## src/rtl/tbn_pkg.sv

```systemverilog
`timescale 1ns / 1ps
// Shared constants and types for the triangle bounds and unit normal pipeline.
// No dependencies; every other file imports this package.
package tbn_pkg;

    localparam int FIELD_BITS     = 32;
    localparam int COORD_BITS_DEF = 32;
    localparam int UNIT_FRAC      = 30;
    localparam int UNIT_ONE       = 1 << UNIT_FRAC;
    // The root search produces twice the Q2.30 magnitude, so it needs two extra bits.
    localparam int ROOT_BITS      = UNIT_FRAC + 2;
    localparam int ROOT_SHIFT     = 2 * (UNIT_FRAC + 1);
    localparam int MUL_SLICE      = 17;

    typedef struct packed {
        logic [2:0][FIELD_BITS-1:0] lo;
        logic [2:0][FIELD_BITS-1:0] hi;
    } t_box;

    typedef struct packed {
        t_box                       box;
        logic [2:0][FIELD_BITS-1:0] nrm;
        logic                       deg;
    } t_res;

endpackage

```

## src/rtl/tbn_front.sv

```systemverilog
`timescale 1ns / 1ps
// First pipeline stage: per-axis min/max box and edge vectors in sign-magnitude form.
// Depends on tbn_pkg.
module tbn_front import tbn_pkg::*; #(
    parameter int COORD_BITS = COORD_BITS_DEF
) (
    input  logic                              i_clk,
    input  logic                              i_en,
    input  logic [2:0][2:0][COORD_BITS-1:0]   i_vtx,
    output t_box                              o_box,
    output logic [2:0][COORD_BITS:0]          o_e1_mag,
    output logic [2:0][COORD_BITS:0]          o_e2_mag,
    output logic [2:0]                        o_e1_neg,
    output logic [2:0]                        o_e2_neg
);

    localparam int EW = COORD_BITS + 1;
    localparam int MX = (COORD_BITS > FIELD_BITS) ? COORD_BITS : FIELD_BITS;

    t_box                  r_box, n_box;
    logic [2:0][EW-1:0]    r_e1_mag, n_e1_mag, r_e2_mag, n_e2_mag;
    logic [2:0]            r_e1_neg, n_e1_neg, r_e2_neg, n_e2_neg;

    always_comb begin
        logic signed [COORD_BITS-1:0] c0, c1, c2, lo, hi;
        logic signed [EW-1:0]         d1, d2;
        logic signed [MX-1:0]         xlo, xhi;
        for (int a = 0; a < 3; a++) begin
            c0 = $signed(i_vtx[0][a]);
            c1 = $signed(i_vtx[1][a]);
            c2 = $signed(i_vtx[2][a]);
            lo = c0;
            hi = c0;
            if (c1 < lo) lo = c1;
            if (c2 < lo) lo = c2;
            if (c1 > hi) hi = c1;
            if (c2 > hi) hi = c2;
            xlo = MX'(lo);
            xhi = MX'(hi);
            n_box.lo[a] = xlo[FIELD_BITS-1:0];
            n_box.hi[a] = xhi[FIELD_BITS-1:0];
            d1 = EW'(c1) - EW'(c0);
            d2 = EW'(c2) - EW'(c0);
            n_e1_neg[a] = d1[EW-1];
            n_e2_neg[a] = d2[EW-1];
            n_e1_mag[a] = d1[EW-1] ? EW'(-d1) : EW'(d1);
            n_e2_mag[a] = d2[EW-1] ? EW'(-d2) : EW'(d2);
        end
    end

    always_ff @(posedge i_clk) begin
        if (i_en) begin
            r_box    <= n_box;
            r_e1_mag <= n_e1_mag;
            r_e2_mag <= n_e2_mag;
            r_e1_neg <= n_e1_neg;
            r_e2_neg <= n_e2_neg;
        end
    end

    assign o_box    = r_box;
    assign o_e1_mag = r_e1_mag;
    assign o_e2_mag = r_e2_mag;
    assign o_e1_neg = r_e1_neg;
    assign o_e2_neg = r_e2_neg;

endmodule

```

## config.mk

```make
export PLATFORM = sky130hd
export DESIGN_NAME = tbn_front
export DESIGN_NICKNAME = d
export VERILOG_FILES = /design/src/rtl/tbn_pkg.sv /design/src/rtl/tbn_front.sv
export SDC_FILE = /design/constraint.sdc
export NUM_CORES = 2
export LEC_CHECK = 0
export ABC_AREA = 1
export BUFFER_PORTS_ARGS = -buffer_cell sky130_fd_sc_hd__clkbuf_2
export CORE_AREA = 2 2 269 271
export CTS_BUF_LIST = sky130_fd_sc_hd__clkbuf_16
export DETAILED_ROUTE_END_ITERATION = 10
export DIE_AREA = 0 0 271 273
export PLACE_DENSITY_LB_ADDON = 0.08
export SYNTH_ARGS = -nofsm -noshare
export SYNTH_HDL_FRONTEND = slang
export SYNTH_SLANG_ARGS = --single-unit
```

## constraint.sdc

```tcl
create_clock -name i_clk -period 11.6 [get_ports i_clk]
set_clock_uncertainty 0.2 [all_clocks]
set_input_delay 1.74 -clock i_clk [delete_from_list [all_inputs] [get_ports i_clk]]
set_output_delay 1.74 -clock i_clk [all_outputs]
set_load 0.005 [all_outputs]
```

==> impl_metrics.ini <==
[worst_setup_path]
end_kind = flip-flop
cp.required_ns = 11.81
criticalPathCategory = input pin to flip-flop
arrival_ns = 8.93
cp_slowest_cell = o31ai_4
crit_fanout = 66
crit_top_cell = nand2_1
slowest_delay_ns = 0.95
cp-start-kind = input pin

[detailed_routing]
vias = 38208
viasPerCell = 5.734
drt_iter0_drc = 4189
drt_pass1_iterations = 6
drtAntennaViolNets = 0
wl_per_cell_microns = 21.82
drcViolationCount = 0
wl_mm = 145.4

[power_and_ir_drop]
power_density_nw_per_um2 = 163.8
finalPower_mw = 7.059
power_leakage_nw = 21.33
internal-power_mw = 4.032
p_clk_share_pct = 21.2
p_switching_mw = 3.028
p_sw_share_pct = 42.89
p_comb_share_pct = 46.2
power_frac_seq_pct = 32.6
vdd_drop_max_uv = 130.4

[synthesis]
syn_avg_cell_area_sq_um = 7.433
synth-async-reset-ratio_pct = 0
syn_area_sq_um = 37320
synthTopCellsByCount = 1226 x nand2_1, 641 x inv_1, 428 x nor2_1
yosys-top-cells-area = edfxtp_1 32%, ha_1 13%, nand2_1 12%
yosys_warnings = 0
yosysTopAreaCellShare_pct = 31.87
synth_seq_cells = 396
syn_nets = 5706
syn_inst = 5020
synth_edf_count = 396
ys_seq_area_share_pct = 31.87
synth_most_common_cell = nand2_1
synth_top_area_cell = edfxtp_1
synthFlopType = edfxtp_1
synth_cell_type_count = 62

[sta]
relSlewSlack_pct = 22.06
period_share_pct = 75.15
rsz0062_at_grt = false
setup_viol = 0
fin_hold_ws_ns = 1.261
drv_slew = 0
tightest_slew_ns = 1.166
max_freq_mhz = 114.7
layout_min_cycle_time_ns = 8.717
timing_hold_violations_final = 0
setup_tns_ns = 0

[floorplan]
ios = 686
rows = 98
start_util_pct = 52.56
die-area_sq_um = 73980
die_h_microns = 273
core_sq_um = 71000
die_x_microns = 271

[clocking]
clock-sinks = 396
clockBufferDepth = 3
root_buffer = clkbuf_16
cts_tree = done
cts.reportedPaths.clkPinSlew_ns = 0.06
cts_setup_buffers = 0
numCtsBuffers = 47
cts_max_level = 2
ctsResizeCount = 0
cts_hold_buf = 0

[worst_hold_path]
hold_class = input pin to flip-flop
min_delay_path_depth = 3

[placement]
dpl_cell_area_sq_um = 41530
place.gp.congestion = 1.069
hpwl_mm = 120.2
numPortBuffers = 685

[grt]
grt_max_degree = 78
grt_pass1_vias = 34460
gr-usage-all-layers_pct = 37.78
antenna_found_initial = 31
overflow = 0
grt_pass1_wl_mm = 211.2

[layout]
area_growth_pct = 15.52
fin_nets = 6344
n_fill_cell = 6702
stdcell_area_sq_um = 43110
drive_above_1_share_pct = 15.58
multi_input_area_sq_um = 22450
regArea_sq_um = 11890

[outcome]
status = finished clean

[flow_run]
maxCapViolations = 0
## cell type report
| cell class | count | share of cell area (%) |
|---|---|---|
| antenna | 20 | 0.1161 |
| tap | 950 | 2.757 |
| sequential | 396 | 27.58 |
| multi-input combinational | 3861 | 52.08 |
| clock buffer | 47 | 2.728 |
| inverter | 651 | 5.668 |
| timing repair buffer | 701 | 8.254 |
| clock inverter | 37 | 0.8156 |
## through the flow
stage                     setup WS [ns]  cells  utilization [%]
after floorplan                   5.024   5020                -
after global placement            2.684   6559            58.50
after detailed placement          2.630   6559            58.50
after CTS                         3.282   6643            60.65
after global routing              2.459   6660            60.71
final                             2.883   6663            60.72
## power groups by stage
stage	registers, mW	logic [mW]	clock network [mW]
after floorplan	2.27	1.94	0
after global placement	2.32	3.15	0
after detailed placement	2.32	3.17	0
after CTS	2.30	3.19	1.52
after global routing	2.32	3.58	1.57
final	2.30	3.26	1.50
## cell families (layout without fill, tap and decap cells)
| family | after synthesis | count (layout) | synth area share [%] |
|---|---|---|---|
| flip-flops | 396 | 396 | 31.87 |
| buffers and inverters | 763 | 1436 | 8.041 |
| AO/OA/AOI/OAI | 878 | 878 | 12.98 |
| AND/OR/NAND/NOR | 2270 | 2270 | 26.22 |
| adder cells (fa/ha/maj) | 396 | 396 | 13.40 |
| other | 0 | 20 | 0 |
| XOR/XNOR | 317 | 317 | 7.501 |
## worst paths after layout
path | slack [ns] | from | to
setup / recovery | 2.88 | i_vtx[160] | o_box[68]
hold / removal | 1.26 | i_vtx[192] | o_box[96]
## state kept, by name (all words and copies together), names as in the netlist
register	cells
o_e2_mag	99
o_e1_neg	3
o_box	192
o_e2_neg	3
o_e1_mag	99
## placed cells by master (no fill, tap or decap), drive strengths merged, types with 31 or more instances in the layout
cell,instances
nand4,86
inv,658
nand2,1254
nor3,71
xor2,220
nor2,436
xnor2,97
clkbuf,731
edfxtp,396
o21ai,413
a21o,31
ha,390
nand3,362
a21oi,310
## routing by layer
| layer | routed length [microns] | vias to the layer above | GRT usage, % |
|---|---|---|---|
| li1 | - | 18246 | - |
| met1 | 60360 | 17609 | 51.40 |
| met2 | 62370 | 1983 | 57.13 |
| met3 | 14750 | 350 | 7.802 |
| met4 | 7787 | 20 | 18.73 |
| met5 | 130 | - | 0 |
## critical path: cells and delay by family
family	cells	cell delay, ns
compound gates	7	2.43
simple gates	17	2.18
fa+ha+maj	3	0.93
buf+inv	6	1.54
Power figures use the tool's default switching activity.
