$ cat config.mk
export PLATFORM = sky130hd
export DESIGN_NAME = tbn_mul
export DESIGN_NICKNAME = d
export VERILOG_FILES = /design/src/rtl/tbn_pkg.sv /design/src/rtl/tbn_mul.sv
export SDC_FILE = /design/constraint.sdc
export NUM_CORES = 1
export LEC_CHECK = 0
export BUFFER_PORTS_ARGS = -buffer_cell sky130_fd_sc_hd__buf_4
export CORE_UTILIZATION = 30
export CTS_CLUSTER_DIAMETER = 100
export CTS_CLUSTER_SIZE = 24
export DETAILED_ROUTE_END_ITERATION = 10
export GPL_ROUTABILITY_DRIVEN = 1
export GPL_TIMING_DRIVEN = 0
export PLACE_DENSITY_LB_ADDON = 0.25
export SYNTH_ARGS = -nofsm -noshare
export SYNTH_HDL_FRONTEND = slang
export SYNTH_SLANG_ARGS = --single-unit
$ cat constraint.sdc
create_clock -name i_clk -period 7.7 [get_ports i_clk]
set_clock_uncertainty 0.2 [all_clocks]
set_input_delay 0.385 -clock i_clk [delete_from_list [all_inputs] [get_ports i_clk]]
set_output_delay 0.385 -clock i_clk [all_outputs]
set_load 0.02 [all_outputs]
$ cat src/rtl/tbn_pkg.sv
`timescale 1ns / 1ps
// Shared constants and types for the triangle bounds and unit normal pipeline.
// No dependencies; every other file imports this package.
package tbn_pkg;

    localparam int FIELD_BITS     = 32;
    localparam int COORD_BITS_DEF = 32;
    localparam int UNIT_FRAC      = 30;
    localparam int UNIT_ONE       = 1 << UNIT_FRAC;
    // The root search produces twice the Q2.30 magnitude, so it needs two extra bits.
    localparam int ROOT_BITS      = UNIT_FRAC + 2;
    localparam int ROOT_SHIFT     = 2 * (UNIT_FRAC + 1);
    localparam int MUL_SLICE      = 17;

    typedef struct packed {
        logic [2:0][FIELD_BITS-1:0] lo;
        logic [2:0][FIELD_BITS-1:0] hi;
    } t_box;

    typedef struct packed {
        t_box                       box;
        logic [2:0][FIELD_BITS-1:0] nrm;
        logic                       deg;
    } t_res;

endpackage

$ cat src/rtl/tbn_mul.sv
`timescale 1ns / 1ps
// Pipelined unsigned multiplier, several lanes, one operand slice per stage.
// Depends on tbn_pkg for the slice width.
module tbn_mul import tbn_pkg::*; #(
    parameter int LANES  = 1,
    parameter int AW     = 16,
    parameter int BW     = 16,
    parameter int SIDE_W = 1
) (
    input  logic                           i_clk,
    input  logic                           i_en,
    input  logic [LANES-1:0][AW-1:0]       i_a,
    input  logic [LANES-1:0][BW-1:0]       i_b,
    input  logic [SIDE_W-1:0]              i_side,
    output logic [LANES-1:0][AW+BW-1:0]    o_p,
    output logic [SIDE_W-1:0]              o_side
);

    localparam int KW  = MUL_SLICE;
    localparam int NST = (BW + KW - 1) / KW;
    localparam int BPW = NST * KW;
    localparam int PW  = AW + BW;
    localparam int XW  = AW + KW;
    localparam int AST = (NST > 1) ? NST - 1 : 1;

    logic [LANES-1:0][BPW-1:0] b_pad;
    logic [LANES-1:0][AW-1:0]  q_a    [AST];
    logic [LANES-1:0][BPW-1:0] q_b    [AST];
    logic [LANES-1:0][PW-1:0]  q_acc  [NST];
    logic [SIDE_W-1:0]         q_side [NST];

    always_comb begin
        for (int l = 0; l < LANES; l++) begin
            b_pad[l] = BPW'(i_b[l]);
        end
    end

    for (genvar j = 0; j < NST; j++) begin : g_st
        logic [LANES-1:0][AW-1:0]  a_in;
        logic [LANES-1:0][BPW-1:0] b_in;
        logic [LANES-1:0][PW-1:0]  acc_in, n_acc, r_acc;
        logic [SIDE_W-1:0]         side_in, r_side;

        if (j == 0) begin : g_first
            assign a_in    = i_a;
            assign b_in    = b_pad;
            assign acc_in  = '0;
            assign side_in = i_side;
        end else begin : g_next
            assign a_in    = q_a[j-1];
            assign b_in    = q_b[j-1];
            assign acc_in  = q_acc[j-1];
            assign side_in = q_side[j-1];
        end

        always_comb begin
            logic [XW-1:0] prod;
            for (int l = 0; l < LANES; l++) begin
                prod     = XW'(a_in[l]) * XW'(b_in[l][j*KW +: KW]);
                n_acc[l] = acc_in[l] + (PW'(prod) << (j * KW));
            end
        end

        always_ff @(posedge i_clk) begin
            if (i_en) begin
                r_acc  <= n_acc;
                r_side <= side_in;
            end
        end
        assign q_acc[j]  = r_acc;
        assign q_side[j] = r_side;

        if (j < NST - 1) begin : g_fwd
            logic [LANES-1:0][AW-1:0]  r_a;
            logic [LANES-1:0][BPW-1:0] r_b;
            always_ff @(posedge i_clk) begin
                if (i_en) begin
                    r_a <= a_in;
                    r_b <= b_in;
                end
            end
            assign q_a[j] = r_a;
            assign q_b[j] = r_b;
        end
    end

    assign o_p    = q_acc[NST-1];
    assign o_side = q_side[NST-1];

endmodule

==> metrics.cfg, run 1 <==
[route]
drt_wl_total_um = 25900
routedWlPerCell_um = 17.0
drc = 0
first_pass_iters = 5
drtIter0Drc = 427
vias = 7244
ant_nets = 0
via_per_inst = 4.75

[synthesis]
synth_edf_count = 33
synth_compound_area_frac = 0.0659
synth_ff_type = edfxtp_1
syn_nets = 1380
synth-xor-area-share = 0.0243
synth_area_sq_mm = 0.00972
ys_seq_area_frac = 0.102
synth_fa_ha_area_frac = 0.533
synth_area_leaders = fa_1, ha_1, edfxtp_1
syn_avg_cell_area_sq_um = 9.29
synthMuxAreaShare = 0.00103
synth_common_cells = inv_1, fa_1, nand2_1
synth-seq-cells = 33
yosysTopAreaCell = fa_1
synth-simple-area-share = 0.170
synth.distinct_cells = 52
syn_inst = 1047
synth_async_sr_flop_share = 0
synth.top_cell.area_share = 0.399
yosys.cell_count.top_type = inv_1
ys_warn_count = 0
synth_top_family_by_area = adder cells

[worst_setup_path]
cp_top_family = adder cells
cpMostUsedCell = fa_1
cp_max_fo = 10
cp_slowest_stage_delay_ns = 0.59
path_depth = 20
startpoint_type = input pin
cp.required_ns = 7.51
end_kind = register
path_cells = buf_4 -> clkbuf_1 -> nand2_1 -> fa_1 -> fa_1 -> fa_1 -> fa_1 -> inv_1 -> fa_1 -> inv_1 -> fa_1 -> inv_1 -> ha_1 -> clkbuf_1 -> a21oi_1 -> o21ai_0 -> a21oi_1 -> a21boi_0 -> o21ai_0 -> o311ai_0
crit_type = input pin to register
path_buf_inv = 6
cp_slowest_cell = fa_1
arrival_ns = 6.49
crit_start = i_a[9]

[grt]
grt.total_usage = 0.162
antenna_found_initial = 1
grt_max_degree = 34
overflow = 0
grt_pass1_wl_um = 40800
grt_pass1_vias = 7464

[die]
die_h_um = 182
die-area_sq_mm = 0.0331
start_util = 0.307
ioPinCount = 68
core_sq_mm = 0.0317
rows = 65
die_w_um = 182

[sta]
setup_tns_ns = 0
period_share = 0.868
rsz0062_at_grt = no
slew_viol_final = 0
min_period_ns = 6.69
hold_viol = 0
max_freq_mhz = 150
setup_violations = 0
tightest_slew_ns = 0.746
relSlewSlack = 0.503

[clock_tree]
cts_made_buffers = 5
clock-sinks = 33
cts_tree = done
cts.path.max_buffers = 2
ctsResizeCount = 0
h-tree-depth = 2
hold_buffers = 0
clkTransAtPathRegs_ns = 0.06
post_cts_buffers = 0
clock_tree.root_cell = clkbuf_16

[layout]
syn2layout_area_growth_pct = 12.0
drive_gt1_frac = 0.0766
num_antenna_cells = 0
layout.nets = 1454

[min_path]
whs_path_depth = 1
hp-start = i_side
hold_class = input pin to register

[run]
drv_cap = 0

[placed_design]
gp_congestion = 0.887
io_buffer_count = 67
dp_hpwl_um = 21900

[run_status]
outcome = finished, final reports clean

-- sequential cells by signal, summed over array words and instances (netlist names) --
| signal | count |
|---|---|
| o_p | 32 |
| o_side | 1 |
-- layout by cell type (no fill, tap or decap), types with 2 or more instances in the layout --
| cell type | Yosys | routed |
|---|---|---|
| clkbuf_16 | 0 | 5 |
| o21a_1 | 3 | 3 |
| clkbuf_1 | 40 | 41 |
| o21bai_1 | 2 | 2 |
| buf_2 | 4 | 4 |
| or2_2 | 2 | 2 |
| nand2_1 | 159 | 159 |
| o211ai_1 | 4 | 4 |
| o211a_1 | 2 | 2 |
| xor2_1 | 10 | 10 |
| a21oi_1 | 31 | 31 |
| and2_1 | 125 | 125 |
| edfxtp_1 | 33 | 33 |
| o21ai_0 | 12 | 12 |
| a21o_1 | 16 | 16 |
| and4_1 | 5 | 5 |
| or3_1 | 2 | 2 |
| nor2_1 | 13 | 13 |
| fa_1 | 194 | 194 |
| nor3_1 | 2 | 2 |
| o311ai_0 | 2 | 2 |
| nand3_1 | 5 | 5 |
| ha_1 | 104 | 104 |
| nand4_1 | 7 | 7 |
| a211o_1 | 3 | 3 |
| inv_1 | 221 | 221 |
| nor2b_1 | 2 | 2 |
| a21boi_0 | 2 | 2 |
| buf_4 | 0 | 67 |
| xnor2_1 | 17 | 17 |
| a221oi_2 | 2 | 2 |
-- final timing paths --
kind,end
worst max-delay path,o_p[28]$_DFFE_PP_
worst min-delay path,o_side$_DFFE_PP_
-- area by class of cell --
type,instances,area [sq um]
flip-flops and latches,33,991
clock inverters,2,33.8
well taps,402,503
fillers,3369,20800
multi-input cells,748,7720
clock buffers,6,129
repair buffers,67,503
plain buffers,45,181
inverters,221,830
-- cell families (layout without fill, tap and decap cells) --
family                     Yosys count  in the layout
AOI/OAI and AO/OA                   93             93
xor gates and xnor gates            27             27
adders and majority gates          298            298
buffers and inverters              266            341
DFF                                 33             33
muxes                                1              1
and+or+nand+nor                    329            329
-- per-stage QoR --
| stage | util | hold slack (ns) | area [sq um] | std cells | setup slack, ns |
|---|---|---|---|---|---|
| 6_report | 0.343 | 0.0808 | 10900 | 1524 | 1.01 |
| 5_1_grt | 0.343 | 0.0712 | 10900 | 1524 | 0.502 |
| 4_1_cts | 0.343 | 0.0728 | 10900 | 1524 | 1.10 |
| 3_5_place_dp | 0.338 | 0.367 | 10700 | 1516 | 0.817 |
| 3_3_place_gp | 0.338 | 0.366 | 10700 | 1516 | 0.760 |
| 2_1_floorplan | - | 0.284 | 9720 | 1047 | 1.81 |
-- per-layer routing --
metal	wire [um]	global-route usage	vias up
met5	0	0	-
met4	453	0.0346	0
met3	1210	0.0172	32
met2	12700	0.272	162
met1	11500	0.224	3697
li1	-	-	3353
Power of run 1 is not shown: default switching activity piles up to over one toggle a cycle in this logic, so the estimate is an artifact.
==> inputs of run 2 (changes only) <==
--- a/config.mk
+++ b/config.mk
@@ -13,6 +13,7 @@
 export GPL_ROUTABILITY_DRIVEN = 1
 export GPL_TIMING_DRIVEN = 0
 export PLACE_DENSITY_LB_ADDON = 0.25
+export REMOVE_ABC_BUFFERS = 1
 export SYNTH_ARGS = -nofsm -noshare
 export SYNTH_HDL_FRONTEND = slang
 export SYNTH_SLANG_ARGS = --single-unit
==> metrics.cfg, run 2 (synthesized netlist as in run 1, its figures left out) <==
[worst_setup_path]
cp.required_ns = 7.50  ; about the same
path_cells = buf_4 -> and2_1 -> fa_1 -> inv_1 -> fa_1 -> fa_1 -> fa_1 -> inv_1 -> fa_1 -> inv_1 -> fa_1 -> inv_1 -> ha_1 -> a21oi_1 -> o21ai_0 -> a21oi_1 -> a21boi_0 -> o21ai_0 -> o311ai_0
path_buf_inv = 5  ; -1
cpMostUsedCell = fa_1
startpoint_type = input pin
cp_max_fo = 16  ; +6
end_kind = register
cp_slowest_stage_delay_ns = 0.54  ; -0.05 ns
crit_type = input pin to register
arrival_ns = 5.77  ; -0.72 ns
cp_top_family = adder cells
cp_slowest_cell = fa_1

[route]
drc = 0  ; unchanged
ant_nets = 0  ; unchanged
first_pass_iters = 6  ; +1
vias = 6918  ; -4.5%
routedWlPerCell_um = 15.3  ; -10%
drtIter0Drc = 237  ; -44%
drt_wl_total_um = 22600  ; -13%
via_per_inst = 4.68  ; -1.6%

[placed_design]
dp_hpwl_um = 18400  ; -16%
placed_cell_area_sq_mm = 0.0105  ; -1.7%
dp_slack_ns = 1.40  ; +0.586 ns
gp_congestion = 0.784  ; -12%
io_buffer_count = 67  ; unchanged

[grt]
grt_max_degree = 34  ; unchanged
antenna_found_initial = 0  ; -1
grt_pass1_vias = 7173  ; -3.9%
grt.total_usage = 0.143  ; -0.0184
overflow = 0  ; unchanged
grt_pass1_wl_um = 37800  ; -7.3%

[sta]
tightest_slew_ns = 0.434  ; -0.312 ns
hold_ws_ns = 0.0803  ; -0.000437 ns
fin_ws_ns = 1.73  ; +0.713 ns
hold_viol = 0  ; unchanged
setup_violations = 0  ; unchanged
slew_viol_final = 0  ; unchanged
period_share = 0.776  ; -0.0926
rsz0062_at_grt = no
relSlewSlack = 0.708  ; +0.206
setup_tns_ns = 0  ; unchanged
min_period_ns = 5.97  ; -0.713 ns
max_freq_mhz = 167  ; +12%

[layout]
largest_reg_flops = 32  ; unchanged
drive_gt1_frac = 0.0771  ; +0.000417
layout.nets = 1409  ; -3.1%
layout_commonest_cell = inv_1
final_cell_mix = inv_1, fa_1, nand2_1
num_antenna_cells = 0  ; unchanged
stdcell_area_sq_mm = 0.0107  ; -1.8%
syn2layout_area_growth_pct = 9.95

[clock_tree]
clock_tree.root_cell = clkbuf_16
cts_made_buffers = 5  ; unchanged
clkTransAtPathRegs_ns = 0.05  ; about the same
cts_tree = done
h-tree-depth = 2  ; unchanged
post_cts_buffers = 0  ; unchanged
ctsResizeCount = 0  ; unchanged
clock-sinks = 33  ; unchanged
cts.path.max_buffers = 2  ; unchanged
hold_buffers = 0  ; unchanged

[min_path]
hold_class = input pin to register

[run_status]
outcome = finished, final reports clean

[die]
die_w_um = 182  ; unchanged
die-area_sq_mm = 0.0331  ; unchanged
die_h_um = 182  ; unchanged
rows = 65  ; unchanged
ioPinCount = 68  ; unchanged
start_util = 0.307  ; unchanged
core_sq_mm = 0.0317  ; unchanged

[run]
drv_cap = 0  ; unchanged

-- run 2: metal layers --
metal | wire length [um] | share of wire | track usage
met2 | 11700 | 0.52 | 0.255
met1 | 10300 | 0.46 | 0.194
met3 | 538 | 0.024 | 0.0138
met5 | 0 | 0 | 0
met4 | 79 | 0.0035 | 0.0134
-- run 2: worst paths after layout --
check	startpoint	endpoint	slack, ns	cells past startpoint
min	i_side	o_side$_DFFE_PP_	0.08	1
max	i_b[4]	o_p[28]$_DFFE_PP_	1.73	19
-- run 2: cell type report --
class	count	area, sq um
Tap cell	402	503
Clock buffer	5	125
Inverter	221	830
Timing Repair Buffer	67	503
Clock inverter	3	17.5
Multi-Input combinational cell	748	7720
Fill cell	3324	21000
Sequential cell	33	991
-- run 2: stage by stage --
stage          std cells  utilization
2_1_floorplan       1002            -
3_3_place_gp        1471        0.333
3_5_place_dp        1471        0.333
4_1_cts             1479        0.337
5_1_grt             1479        0.337
6_report            1479        0.337
Power of run 2 is left out for the same reason.
